<file path="config.mk">
export PLATFORM = sky130hd
export DESIGN_NAME = tli_front
export DESIGN_NICKNAME = d
export VERILOG_FILES = /design/src/hdl/tli_pkg.sv /design/src/hdl/tli_front.sv
export SDC_FILE = /design/constraint.sdc
export NUM_CORES = 1
export LEC_CHECK = 0
export BUFFER_PORTS_ARGS = -buffer_cell sky130_fd_sc_hd__buf_4
export CORE_MARGIN = 2
export CORE_UTILIZATION = 41
export CTS_BUF_LIST = sky130_fd_sc_hd__clkbuf_8
export CTS_CLUSTER_SIZE = 25
export DETAILED_ROUTE_END_ITERATION = 8
export GPL_TIMING_DRIVEN = 0
export SLEW_MARGIN = 0
export SYNTH_ARGS = -nofsm -noshare
export SYNTH_HDL_FRONTEND = slang
export SYNTH_SLANG_ARGS = --single-unit
export TNS_END_PERCENT = 1
</file>
<file path="constraint.sdc">
create_clock -name clk -period 5.4 [get_ports clk]
set_input_delay 0.54 -clock clk [delete_from_list [all_inputs] [get_ports clk]]
set_output_delay 0.54 -clock clk [all_outputs]
set_load 0.05 [all_outputs]
</file>
<file path="src/hdl/tli_pkg.sv">
// ----------------------------------------------------------------------------
// tli_pkg
// Shared types and constants for the table linear interpolator.
// ----------------------------------------------------------------------------
package tli_pkg;

  localparam int PW = 32;  // pressure width
  localparam int VW = 40;  // value width

  // configuration register indexes
  localparam logic CFG_OFFSET = 1'b0;
  localparam logic CFG_POINTS = 1'b1;

  typedef enum logic {
    OP_WRITE = 1'b0,
    OP_QUERY = 1'b1
  } opcode_t;

  // front to back command: a table write or a query with its saturated pressure
  typedef struct packed {
    opcode_t              op;
    logic [5:0]           index;
    logic [PW-1:0]        pressure;
    logic signed [VW-1:0] value;
  } query_cmd_t;

  typedef struct packed {
    logic signed [VW-1:0] value;
    logic [5:0]           segment;
    logic                 oor;
    logic                 zw;
  } result_t;

  typedef enum logic [3:0] {
    B_IDLE,
    B_SRCH_RD,
    B_SRCH_CMP,
    B_FETCH0,
    B_FETCH1,
    B_FETCH2,
    B_MUL,
    B_MUL_HI,
    B_DIV,
    B_DONE
  } back_state_t;

endpackage

</file>
<file path="src/hdl/tli_front.sv">
// ----------------------------------------------------------------------------
// tli_front
// Accepts items, applies the offset with saturation and queues commands.
// ----------------------------------------------------------------------------
module tli_front (
  input  logic                   clk,
  input  logic                   rst,
  input  logic                   in_valid,
  input  logic                   op,
  input  logic [5:0]             point_index,
  input  logic [31:0]            point_pressure,
  input  logic signed [39:0]     point_value,
  input  logic signed [31:0]     query_pressure,
  input  logic [31:0]            pressure_offset,
  output logic                   in_ready,
  output logic                   q_valid,
  output tli_pkg::query_cmd_t    q_cmd,
  input  logic                   q_take
);
  import tli_pkg::*;

  query_cmd_t  slot [2];
  logic [1:0]  cnt;
  logic        wp, rp;
  logic [33:0] sum;
  logic [31:0] sat;
  logic        push_q;

  assign sum = {{2{query_pressure[31]}}, query_pressure} + {2'b00, pressure_offset};
  always_comb begin
    priority if (sum[33]) sat = '0;
    else if (sum[32]) sat = '1;
    else sat = sum[31:0];
  end

  assign in_ready = (cnt != 2'd2);
  // writes share the queue so they land in order with queries
  assign push_q   = in_valid && in_ready;
  assign q_valid  = (cnt != 2'd0);
  assign q_cmd    = slot[rp];

  always_ff @(posedge clk) begin
    if (push_q) begin
      slot[wp] <= '{op: opcode_t'(op), index: point_index,
                    pressure: (op == OP_QUERY) ? sat : point_pressure,
                    value: point_value};
    end
    if (rst) begin
      cnt <= '0; wp <= 1'b0; rp <= 1'b0;
    end else begin
      if (push_q) wp <= ~wp;
      if (q_take && q_valid) rp <= ~rp;
      cnt <= cnt + {1'b0, push_q} - {1'b0, q_take && q_valid};
    end
  end

  a_no_over: assert property (@(posedge clk) disable iff (rst) cnt <= 2'd2)
    else $error("front queue overflow");
  a_take_valid: assert property (@(posedge clk) disable iff (rst)
    q_take |-> q_valid) else $error("take from empty queue");
  a_cnt_step: assert property (@(posedge clk) disable iff (rst)
    (push_q && !q_take) |=> cnt == $past(cnt) + 2'd1) else $error("count slip");
endmodule

</file>
==> results of run 1 <==
==> final timing paths <==
kind	slack (ns)	endpoint	from	depth (start not counted)
worst max-delay path	2.15	q_cmd[76]	flip-flop	5
worst max register to register	3.49	slot[0][69]	cnt[0]	4
worst min register to register	0.54	rp	rp	2
worst min-delay path	0.29	slot[0][10]	point_value[10]	1
==> cell families (layout without fill, tap and decap cells) <==
| logic type | after synthesis | after routing | share of synthesized area |
|---|---|---|---|
| flops | 163 | 163 | 0.576 |
| buf+inv | 70 | 332 | 0.0366 |
| simple gates | 125 | 125 | 0.0684 |
| mux | 79 | 79 | 0.106 |
| fa+ha+maj | 36 | 36 | 0.0544 |
| xor+xnor | 30 | 30 | 0.0335 |
| compound gates | 134 | 134 | 0.125 |
==> power groups by stage <==
| stage | Clock [W] | Combinational, W | Sequential [W] |
|---|---|---|---|
| finish | 0.000763 | 0.00203 | 0.00167 |
| global route | 0.000837 | 0.00215 | 0.00169 |
| CTS | 0.000791 | 0.00205 | 0.00167 |
| detailed placement | 0 | 0.00204 | 0.00170 |
| global placement | 0 | 0.00199 | 0.00172 |
| floorplan | 0 | 0.00143 | 0.00171 |
==> routing by layer <==
layer  GRT usage  vias up  share of wire
met5           0        -              0
li1            -     2897              -
met1       0.220     2821           0.43
met3      0.0407       13          0.059
met4      0.0591        0          0.013
met2       0.306      198           0.49
==> worst max-delay path, stage by stage, from the launching register on <==
cell and delay (ns):
dfxtp_1 0.32, clkbuf_1 0.35, clkbuf_1 0.51, buf_1 0.50
mux2_2 0.41, buf_4 0.19
==> metrics by stage <==
stage | cells | total power (W) | setup slack (ns)
6_report | 1169 | 0.00446 | 2.15
5_1_grt | 1169 | 0.00468 | 1.89
4_1_cts | 1169 | 0.00452 | 1.95
3_5_place_dp | 1137 | 0.00375 | 1.84
3_3_place_gp | 1134 | 0.00372 | -0.972
2_1_floorplan | 637 | 0.00314 | 0.582
==> Yosys cell counts (all sizes together) (3+ instances only) <==
cell type	instances	area, um2
buf	15	100
clkbuf	13	50.0
xor2	12	105
nand2	18	67.6
and3	4	25.0
a21oi	33	169
or3	3	18.8
nand4	7	43.8
inv	42	158
ha	35	438
dfxtp	5	100
nor2	56	210
nand2b	3	18.8
o22ai	35	407
nor3	8	40.0
o21a	4	30.0
xnor2	18	176
a31oi	5	31.3
o211ai	3	22.5
a211oi	5	47.5
o21ai	22	114
mux2	79	890
edfxtp	158	4740
nor2b	7	43.8
a21o	8	60.1
o21bai	4	30.0
nand3	13	65.1
==> registers in the layout, summed over array words and instances, names as in the netlist, named ones only <==
name / cells
slot: 158
cnt: 2
rp: 1
wp: 1
==> final cells by class <==
class                   count  area [um2]
fillers                  1772        9290
inverters                  42         158
flip-flops and latches    163        4840
clock buffers              17         234
well taps                 270         338
multi-input cells         404        3270
repair buffers            230        1770
plain buffers              28         150
clock inverters            15         109
==> impl_metrics.toml, run 1 <==
[routing]
finalWirelength_um = 19100
vias_per_cell = 5.07
wl_per_cell_um = 16.4
drt_pass1_iterations = 4
drtIter0Drc = 309
drtAntennaViolNets = 0
num_vias = 5929
drc_errors = 0

[place]
dpl_cell_area_um2 = 10500
gp_congestion = 0.941
dpl.hpwl_um = 14800
portBuffers = 227

[power]
power_frac_clock = 0.171
ir_worst_vdd_v = 0.000141
power.leakage_nw = 4.35
internal_power_w = 0.00266
swShare = 0.403
switchingPower_w = 0.00180
pwr-share-comb = 0.455
seqPwrFrac = 0.374
powerDensity_nw_per_um2 = 410

[flow_run]
drv_cap = 0

[timing]
hold_viol = 0
max_freq_mhz = 308
finalSetupViolations = 0
setup_tns_ns = 0
max_slew_margin = 0.460
period_needed_ns = 3.25
slew_viol_final = 0
layout_worst_path_cycle_share = 0.601
rsz0062_at_grt = "no"
fin_worst_skew_ns = 0.00929
whs_ns = 0.288
tightest_slew_ns = 0.808

[layout]
final_layout_size_suffix_gt1_frac = 0.436
area_delta_synth_final_pct = 29.3
fin_area_um2 = 10900
layout_commonest_cell = "buf_4"
layout_common_cells = "buf_4, edfxtp_1, mux2_2, nor2_1, inv_1"
nNetsFinal = 1069
n_antenna_cell = 0
fin_util = 0.539

[cts]
cts_hold_buf = 0
cts_root_buffer = "clkbuf_8"
clock_latency_ns = 0.44
ctsHtreeMaxLevel = 4
postCtsSetupBuffers = 0
cts_tree = "built"
cts_sinks = 163
cts_resized = 0
clk_pin_slew_ns = 0.09
cts_made_buffers = 17
cts.path.max_buffers = 2

[floorplan]
initial_core_util = 0.417
die_area_um2 = 21700
die_h_um = 147
core-area_um2 = 20200
die_x_um = 147
std_cell_rows = 52
io_pins = 228

[global_route]
antenna_found_initial = 0
grt_max_degree = 49
grt_pass1_wl_um = 30400
track_usage = 0.177
grt_pass1_vias = 6197
gr-total-overflow = 0

[synthesis]
synth_area_um2 = 8410
syn_avg_cell_area_um2 = 13.2
synth_edf_count = 158
synth-seq-area-share = 0.576
synth_cell_types = 51
ys_seq_elements = 163
ys_warn_count = 0
synthArstFlopShare = 0
synth_cells = 637
synth_ff_type = "edfxtp_1"
syn_nets = 820

[setup_path]
critPathMaxFanout = 10
crit_required_ns = 4.86
cp-end-kind = "primary output"
cp.arrival_ns = 2.71
cp-start-kind = "flip-flop"
critical_path_class = "flip-flop to primary output"

[min_path]
hold_path_class = "input port to flip-flop"

[outcome]
status = "complete, no violations"
(Power assumes the default switching activity.)
==> run 2, diff against run 1 <==
PLACE_DENSITY = 0.67   (was default)
clock period = 2.7 ns   (was 5.4 ns; I/O delays follow)
==> impl_metrics.toml, run 2 (synthesized netlist as in run 1, its figures left out) <==
[setup_path]
cp_top_family = "compound AO/OA/AOI/OAI gates"
critical_path.cell_chain = "buf_4 -> ha_2 -> o211ai_1 -> o211ai_1 -> a21oi_2 -> a211oi_2 -> nor2_2 -> o41a_4 -> xnor2_4 -> buf_6 -> nor2_1 -> o22ai_2"
r2r_end = "slot[0][68]"
cp-start-kind = "input port"
crit_required_ns = 2.87
crit_cells = 12
critPathBufInv = 2
critPathMaxFanout = 10
cpMostUsedCell = "o211ai_1"
critical_path_class = "input port to flip-flop"
slowest_delay_ns = 0.39
cp-end-kind = "flip-flop"
rrSetupSlack_ns = 0.76
ff2ff_path_depth = 4
cp_slowest_cell = "o41a_4"
cp.arrival_ns = 2.77
r2r_start = "cnt[0]"

[layout]
reg_top3 = "slot (158), cnt (2)"
largest_reg_flops = 158
fin_area_um2 = 11500
n_antenna_cell = 0
area_delta_synth_final_pct = 36.8
fill_cells = 1732
final_layout_size_suffix_gt1_frac = 0.432
register_area_um2 = 4840
layout_commonest_cell = "buf_4"
nNetsFinal = 1117
top_register = "slot"
layout_common_cells = "buf_4, edfxtp_1, mux2_2, nor2_1, dlygate4sd3_1"
multi_input_area_um2 = 3350

[routing]
drtIter0Drc = 229
drc_errors = 0
drt_pass1_iterations = 4
wl_per_cell_um = 15.4
drtAntennaViolNets = 0
num_vias = 6018
finalWirelength_um = 18700
vias_per_cell = 4.94

[floorplan]
std_cell_rows = 52
core-area_um2 = 20200
die_h_um = 147
die_area_um2 = 21700
die_x_um = 147
io_pins = 228
initial_core_util = 0.417

[power]
ir_worst_vdd_v = 0.000289
powerDensity_nw_per_um2 = 803
power.leakage_nw = 4.61

[cts]
clk_pin_slew_ns = 0.09
ctsHtreeMaxLevel = 4
cts_made_buffers = 17
cts.path.max_buffers = 2
cts_root_buffer = "clkbuf_8"
cts_sinks = 163
cts_tree = "built"
clock_latency_ns = 0.44

[place]
portBuffers = 227
gp_congestion = 0.836
dpl_cell_area_um2 = 10500
dpl.hpwl_um = 13800

[global_route]
grt_pass1_vias = 5945
gr-total-overflow = 0
grt_pass1_wl_um = 29200
grt_max_degree = 44
antenna_found_initial = 0
track_usage = 0.169

[min_path]
hold_path_depth = 3
min_to = "slot[1][64]"
hp-start = "point_pressure[24]"
hold_path_class = "input port to flip-flop"

[timing]
tightest_slew_ns = 0.824
max_slew_margin = 0.450
finalSetupViolations = 0
layout_worst_path_cycle_share = 0.964
rsz0062_at_grt = "no"
setup_tns_ns = 0
max_freq_mhz = 384
fin_worst_skew_ns = 0.0118
hold_viol = 0
period_needed_ns = 2.60
slew_viol_final = 0

[flow_run]
drv_cap = 0

[outcome]
status = "complete, no violations"
## run 2: cell types whose count changed in the layout (fill, tap and decap cells not counted), moves of 3 or more
| cell | before | now |
|---|---|---|
| bufinv_16 | 0 | 3 |
| clkinv_2 | 3 | 0 |
| clkinv_4 | 6 | 1 |
| clkinvlp_4 | 1 | 5 |
| dlygate4sd3_1 | 0 | 48 |
| inv_1 | 42 | 46 |
| nor2_1 | 55 | 52 |
| nor2_2 | 0 | 3 |
## run 2: worst max-delay path by stage
stage | start | end | slack [ns]
finish | pressure_offset[5] | slot[0][70] | 0.1
floorplan | cnt[0] | slot[1][0] | -0.52
detailed placement | query_pressure[0] | slot[1][68] | -0.63
global route | query_pressure[0] | slot[1][70] | 0.005
CTS | query_pressure[5] | slot[0][42] | 0.02
global placement | cnt[0] | slot[1][74] | -1.21
## run 2: power by group
| part | switching [W] | total, W | internal, W |
|---|---|---|---|
| combinational | 0.00263 | 0.00412 | 0.00148 |
| clock | 0.000874 | 0.00178 | 0.000908 |
| sequential | 0.0000831 | 0.00334 | 0.00326 |
| total | 0.00359 | 0.00924 | 0.00565 |
## run 2: cell type report
| class | count | share of cell area |
|---|---|---|
| flip-flops and latches | 163 | 0.421 |
| plain buffers | 27 | 0.0128 |
| inverters | 42 | 0.0137 |
| clock buffers | 17 | 0.0203 |
| repair buffers | 279 | 0.196 |
| clock inverters | 15 | 0.0147 |
| well taps | 270 | 0.0294 |
| multi-input cells | 404 | 0.291 |
## run 2: tightest hold or removal path, delay by kind of cell
family                 cells  cell delay, ns
AO/OA/AOI/OAI              1            0.14
buffers and inverters      2            0.12
## run 2: per-layer routing
layer / track usage / routed length, um
met1: 0.215 / 8140
met2: 0.289 / 9120
met3: 0.0407 / 1180
met4: 0.0486 / 269
met5: 0 / 0
## run 2: timing repair
action | 4_1_cts | 5_1_grt
endpoints found under the setup margin | 70 | 64
endpoints found under the hold margin | 86 | 6
buffers inserted | 0 | 1
pin swaps | 0 | 6
hold buffers | 45 | 3
gates resized for setup | 4 | 16
## run 2: per-stage QoR
stage	hold WS, ns	total power [W]	util	worst slack [ns]	cells
2_1_floorplan	0.342	0.00626	-	-0.520	637
3_3_place_gp	0.455	0.00742	0.519	-1.21	1134
3_5_place_dp	0.458	0.00747	0.522	-0.625	1137
4_1_cts	0.0000266	0.00931	0.565	0.0235	1213
5_1_grt	0.211	0.00965	0.570	0.00475	1217
6_report	0.214	0.00924	0.570	0.0977	1217
==> run 3, diff against run 2 <==
ABC_AREA = 1   (was default)
==> impl_metrics.toml, run 3 <==
[floorplan]
die_area_um2 = 23600
die_x_um = 154
initial_core_util = 0.419
core-area_um2 = 21900
io_pins = 228
std_cell_rows = 54
die_h_um = 154

[layout]
top_register = "slot"
nNetsFinal = 1442
final_layout_size_suffix_gt1_frac = 0.301
area_delta_synth_final_pct = 33.4
fin_util = 0.559
layout_common_cells = "nand2_1, buf_4, edfxtp_1, inv_1, mux2_2"
fill_cells = 1949
reg_top3 = "slot (158), cnt (2)"
layout_commonest_cell = "nand2_1"
largest_reg_flops = 158

[timing]
hold_viol = 0
max_slew_margin = 0.592
slew_viol_final = 0
rsz0062_at_grt = "no"
tightest_slew_ns = 0.612
period_needed_ns = 2.54
fin_worst_skew_ns = 0.0119
layout_worst_path_cycle_share = 0.942
max_freq_mhz = 393
setup_ws_ns = 0.156
finalSetupViolations = 0

[min_path]
hp-start = "op"
hold_path_class = "input port to flip-flop"
min_to = "slot[0][78]"
hold_path_depth = 1

[power]
pwr-share-comb = 0.455
internal_power_w = 0.00546
seqPwrFrac = 0.363
ir_worst_vdd_v = 0.000348
power_frac_clock = 0.183
powerDensity_nw_per_um2 = 752
swShare = 0.406
power.leakage_nw = 5.62
switchingPower_w = 0.00374

[setup_path]
cp.arrival_ns = 2.27
cp-start-kind = "flip-flop"
r2r_end = "cnt[1]"
critical_path_class = "flip-flop to primary output"
critical_path.cell_chain = "clkbuf_1 -> buf_2 -> clkbuf_4 -> mux2_2 -> buf_4"
cp_slowest_cell = "mux2_2"
r2r_start = "cnt[0]"
crit_required_ns = 2.43
ff2ff_path_depth = 9
cp-end-kind = "primary output"
rrSetupSlack_ns = 1.01
critPathMaxFanout = 10
slowest_delay_ns = 0.37

[cts]
clk_pin_slew_ns = 0.08
cts_sinks = 163
cts_tree = "built"
postCtsSetupBuffers = 0
cts_root_buffer = "clkbuf_8"
ctsHtreeMaxLevel = 4
cts.path.max_buffers = 2
cts_made_buffers = 17
clock_latency_ns = 0.44

[outcome]
status = "complete, no violations"

[synthesis]
ys_warn_count = 0
synthAdderAreaFrac = 0.0500
synth_edf_count = 158
synth_most_common_cell = "nand2_1"
syn_avg_cell_area_um2 = 9.55
synth_ff_type = "edfxtp_1"
synth_cells = 960
ys_seq_elements = 163
ys_top_cells_by_area = "edfxtp_1, nand2_1, mux2_2"
synthArstFlopShare = 0
synthSimpleGateAreaFrac = 0.222
syn_nets = 1143
synth_area_um2 = 9170
synth_mux_area_frac = 0.0971
synth_xor_area_frac = 0.0153
yosysTopAreaCellShare = 0.518
synth_cell_types = 33
synth-seq-area-share = 0.529
synth-compound-area-share = 0.0187
yosysTopAreaCell = "edfxtp_1"
synth_top_cells_by_count = "nand2_1, edfxtp_1, inv_1, mux2_2, nand3_1"
synth_top_family_by_area = "simple AND/OR/NAND/NOR gates"

[place]
pre_cts_slack_ns = 0.119
portBuffers = 227
dpl.hpwl_um = 18100
gp_congestion = 0.903

[routing]
wl_per_cell_um = 15.0
drc_errors = 0
finalWirelength_um = 23300
drt_pass1_iterations = 4
num_vias = 7260
drtIter0Drc = 289
vias_per_cell = 4.68
drtAntennaViolNets = 0

[global_route]
antenna_found_initial = 1
grt_pass1_vias = 7364
track_usage = 0.195
grt_max_degree = 32
gr-total-overflow = 0
grt_pass1_wl_um = 36400

[flow_run]
drv_cap = 0
run 3: changes by cell type after synthesis, moves of 7 or more:
cell / delta
inv_1: +86
a21o_1: -8
nand2_1: +319
nand3b_1: +10
a21oi_1: -9
xor2_1: -12
o22ai_2: -30
nand3_1: +42
nor2b_1: -7
o21ai_0: -19
nand2_2: +14
nor2_1: -20
run 3: what timing repair did:
item                                    4_1_cts  5_1_grt
hold buffers                                 35       12
endpoints found under the setup margin       10       10
resized for setup                             1        2
cloned                                        0        0
endpoints found under the hold margin        66       23
run 3: power by group through the flow:
| stage | logic (W) | registers (W) | clock network, W |
|---|---|---|---|
| 4_1_cts | 0.00420 | 0.00333 | 0.00171 |
| 6_report | 0.00418 | 0.00334 | 0.00168 |
| 5_1_grt | 0.00445 | 0.00337 | 0.00183 |
| 2_1_floorplan | 0.00284 | 0.00339 | 0 |
| 3_3_place_gp | 0.00400 | 0.00341 | 0 |
| 3_5_place_dp | 0.00414 | 0.00339 | 0 |
run 3: worst max-delay path: cells and delay by family (launching register included):
family                 cells  cell delay, ns
buffers and inverters      4            1.15
muxes                      1            0.37
DFF                        1            0.31
run 3: cell type report:
class,count,area [um2],share of cell area
Sequential cell,163,4840,0.396
Multi-Input combinational cell,643,3710,0.303
Timing Repair Buffer,280,2310,0.189
Inverter,132,495,0.0405
Tap cell,280,350,0.0286
Clock buffer,17,234,0.0191
Clock inverter,14,148,0.0121
Buffer,22,138,0.0113
Antenna cell,1,2.50,0.000205
run 3: kinds of logic after synthesis:
family,Yosys count
and+or+nand+nor,481
DFF,163
buffers and inverters,154
muxes,79
adders and majority gates,36
AOI/OAI and AO/OA,31
xor gates and xnor gates,16
run 3: through the flow:
| step | cells | cell area (um2) | power, W | setup TNS [ns] | hold WS (ns) |
|---|---|---|---|---|---|
| global route | 1552 | 12200 | 0.00966 | 0 | 0.0117 |
| CTS | 1539 | 12100 | 0.00924 | 0 | 0.000148 |
| detailed placement | 1473 | 11400 | 0.00753 | 0 | 0.459 |
| global placement | 1467 | 11200 | 0.00742 | -248.49 | 0.455 |
| floorplan | 960 | 9170 | 0.00623 | -120.11 | 0.339 |
| finish | 1552 | 12200 | 0.00920 | 0 | 0.0460 |
run 3: worst max-delay path by stage:
stage                 startpoint           to  slack (ns)  cells after the start
3_3_place_gp              cnt[0]  slot[1][72]       -1.58                      4
4_1_cts                flip-flop    q_cmd[73]        0.02                      5
6_report               flip-flop    q_cmd[75]        0.16                      5
2_1_floorplan             cnt[0]   slot[1][0]       -0.77                      4
3_5_place_dp   query_pressure[0]  slot[1][61]        0.12                     16
5_1_grt                flip-flop    q_cmd[75]        0.02                      5
run 3: per-layer routing:
metal / up-vias / track usage / routed length [um]
met5: - / 0 / 0
met4: 0 / 0.0607 / 489
met3: 25 / 0.0352 / 1260
met2: 195 / 0.353 / 11800
met1: 3300 / 0.235 / 9680
li1: 3740 / - / -
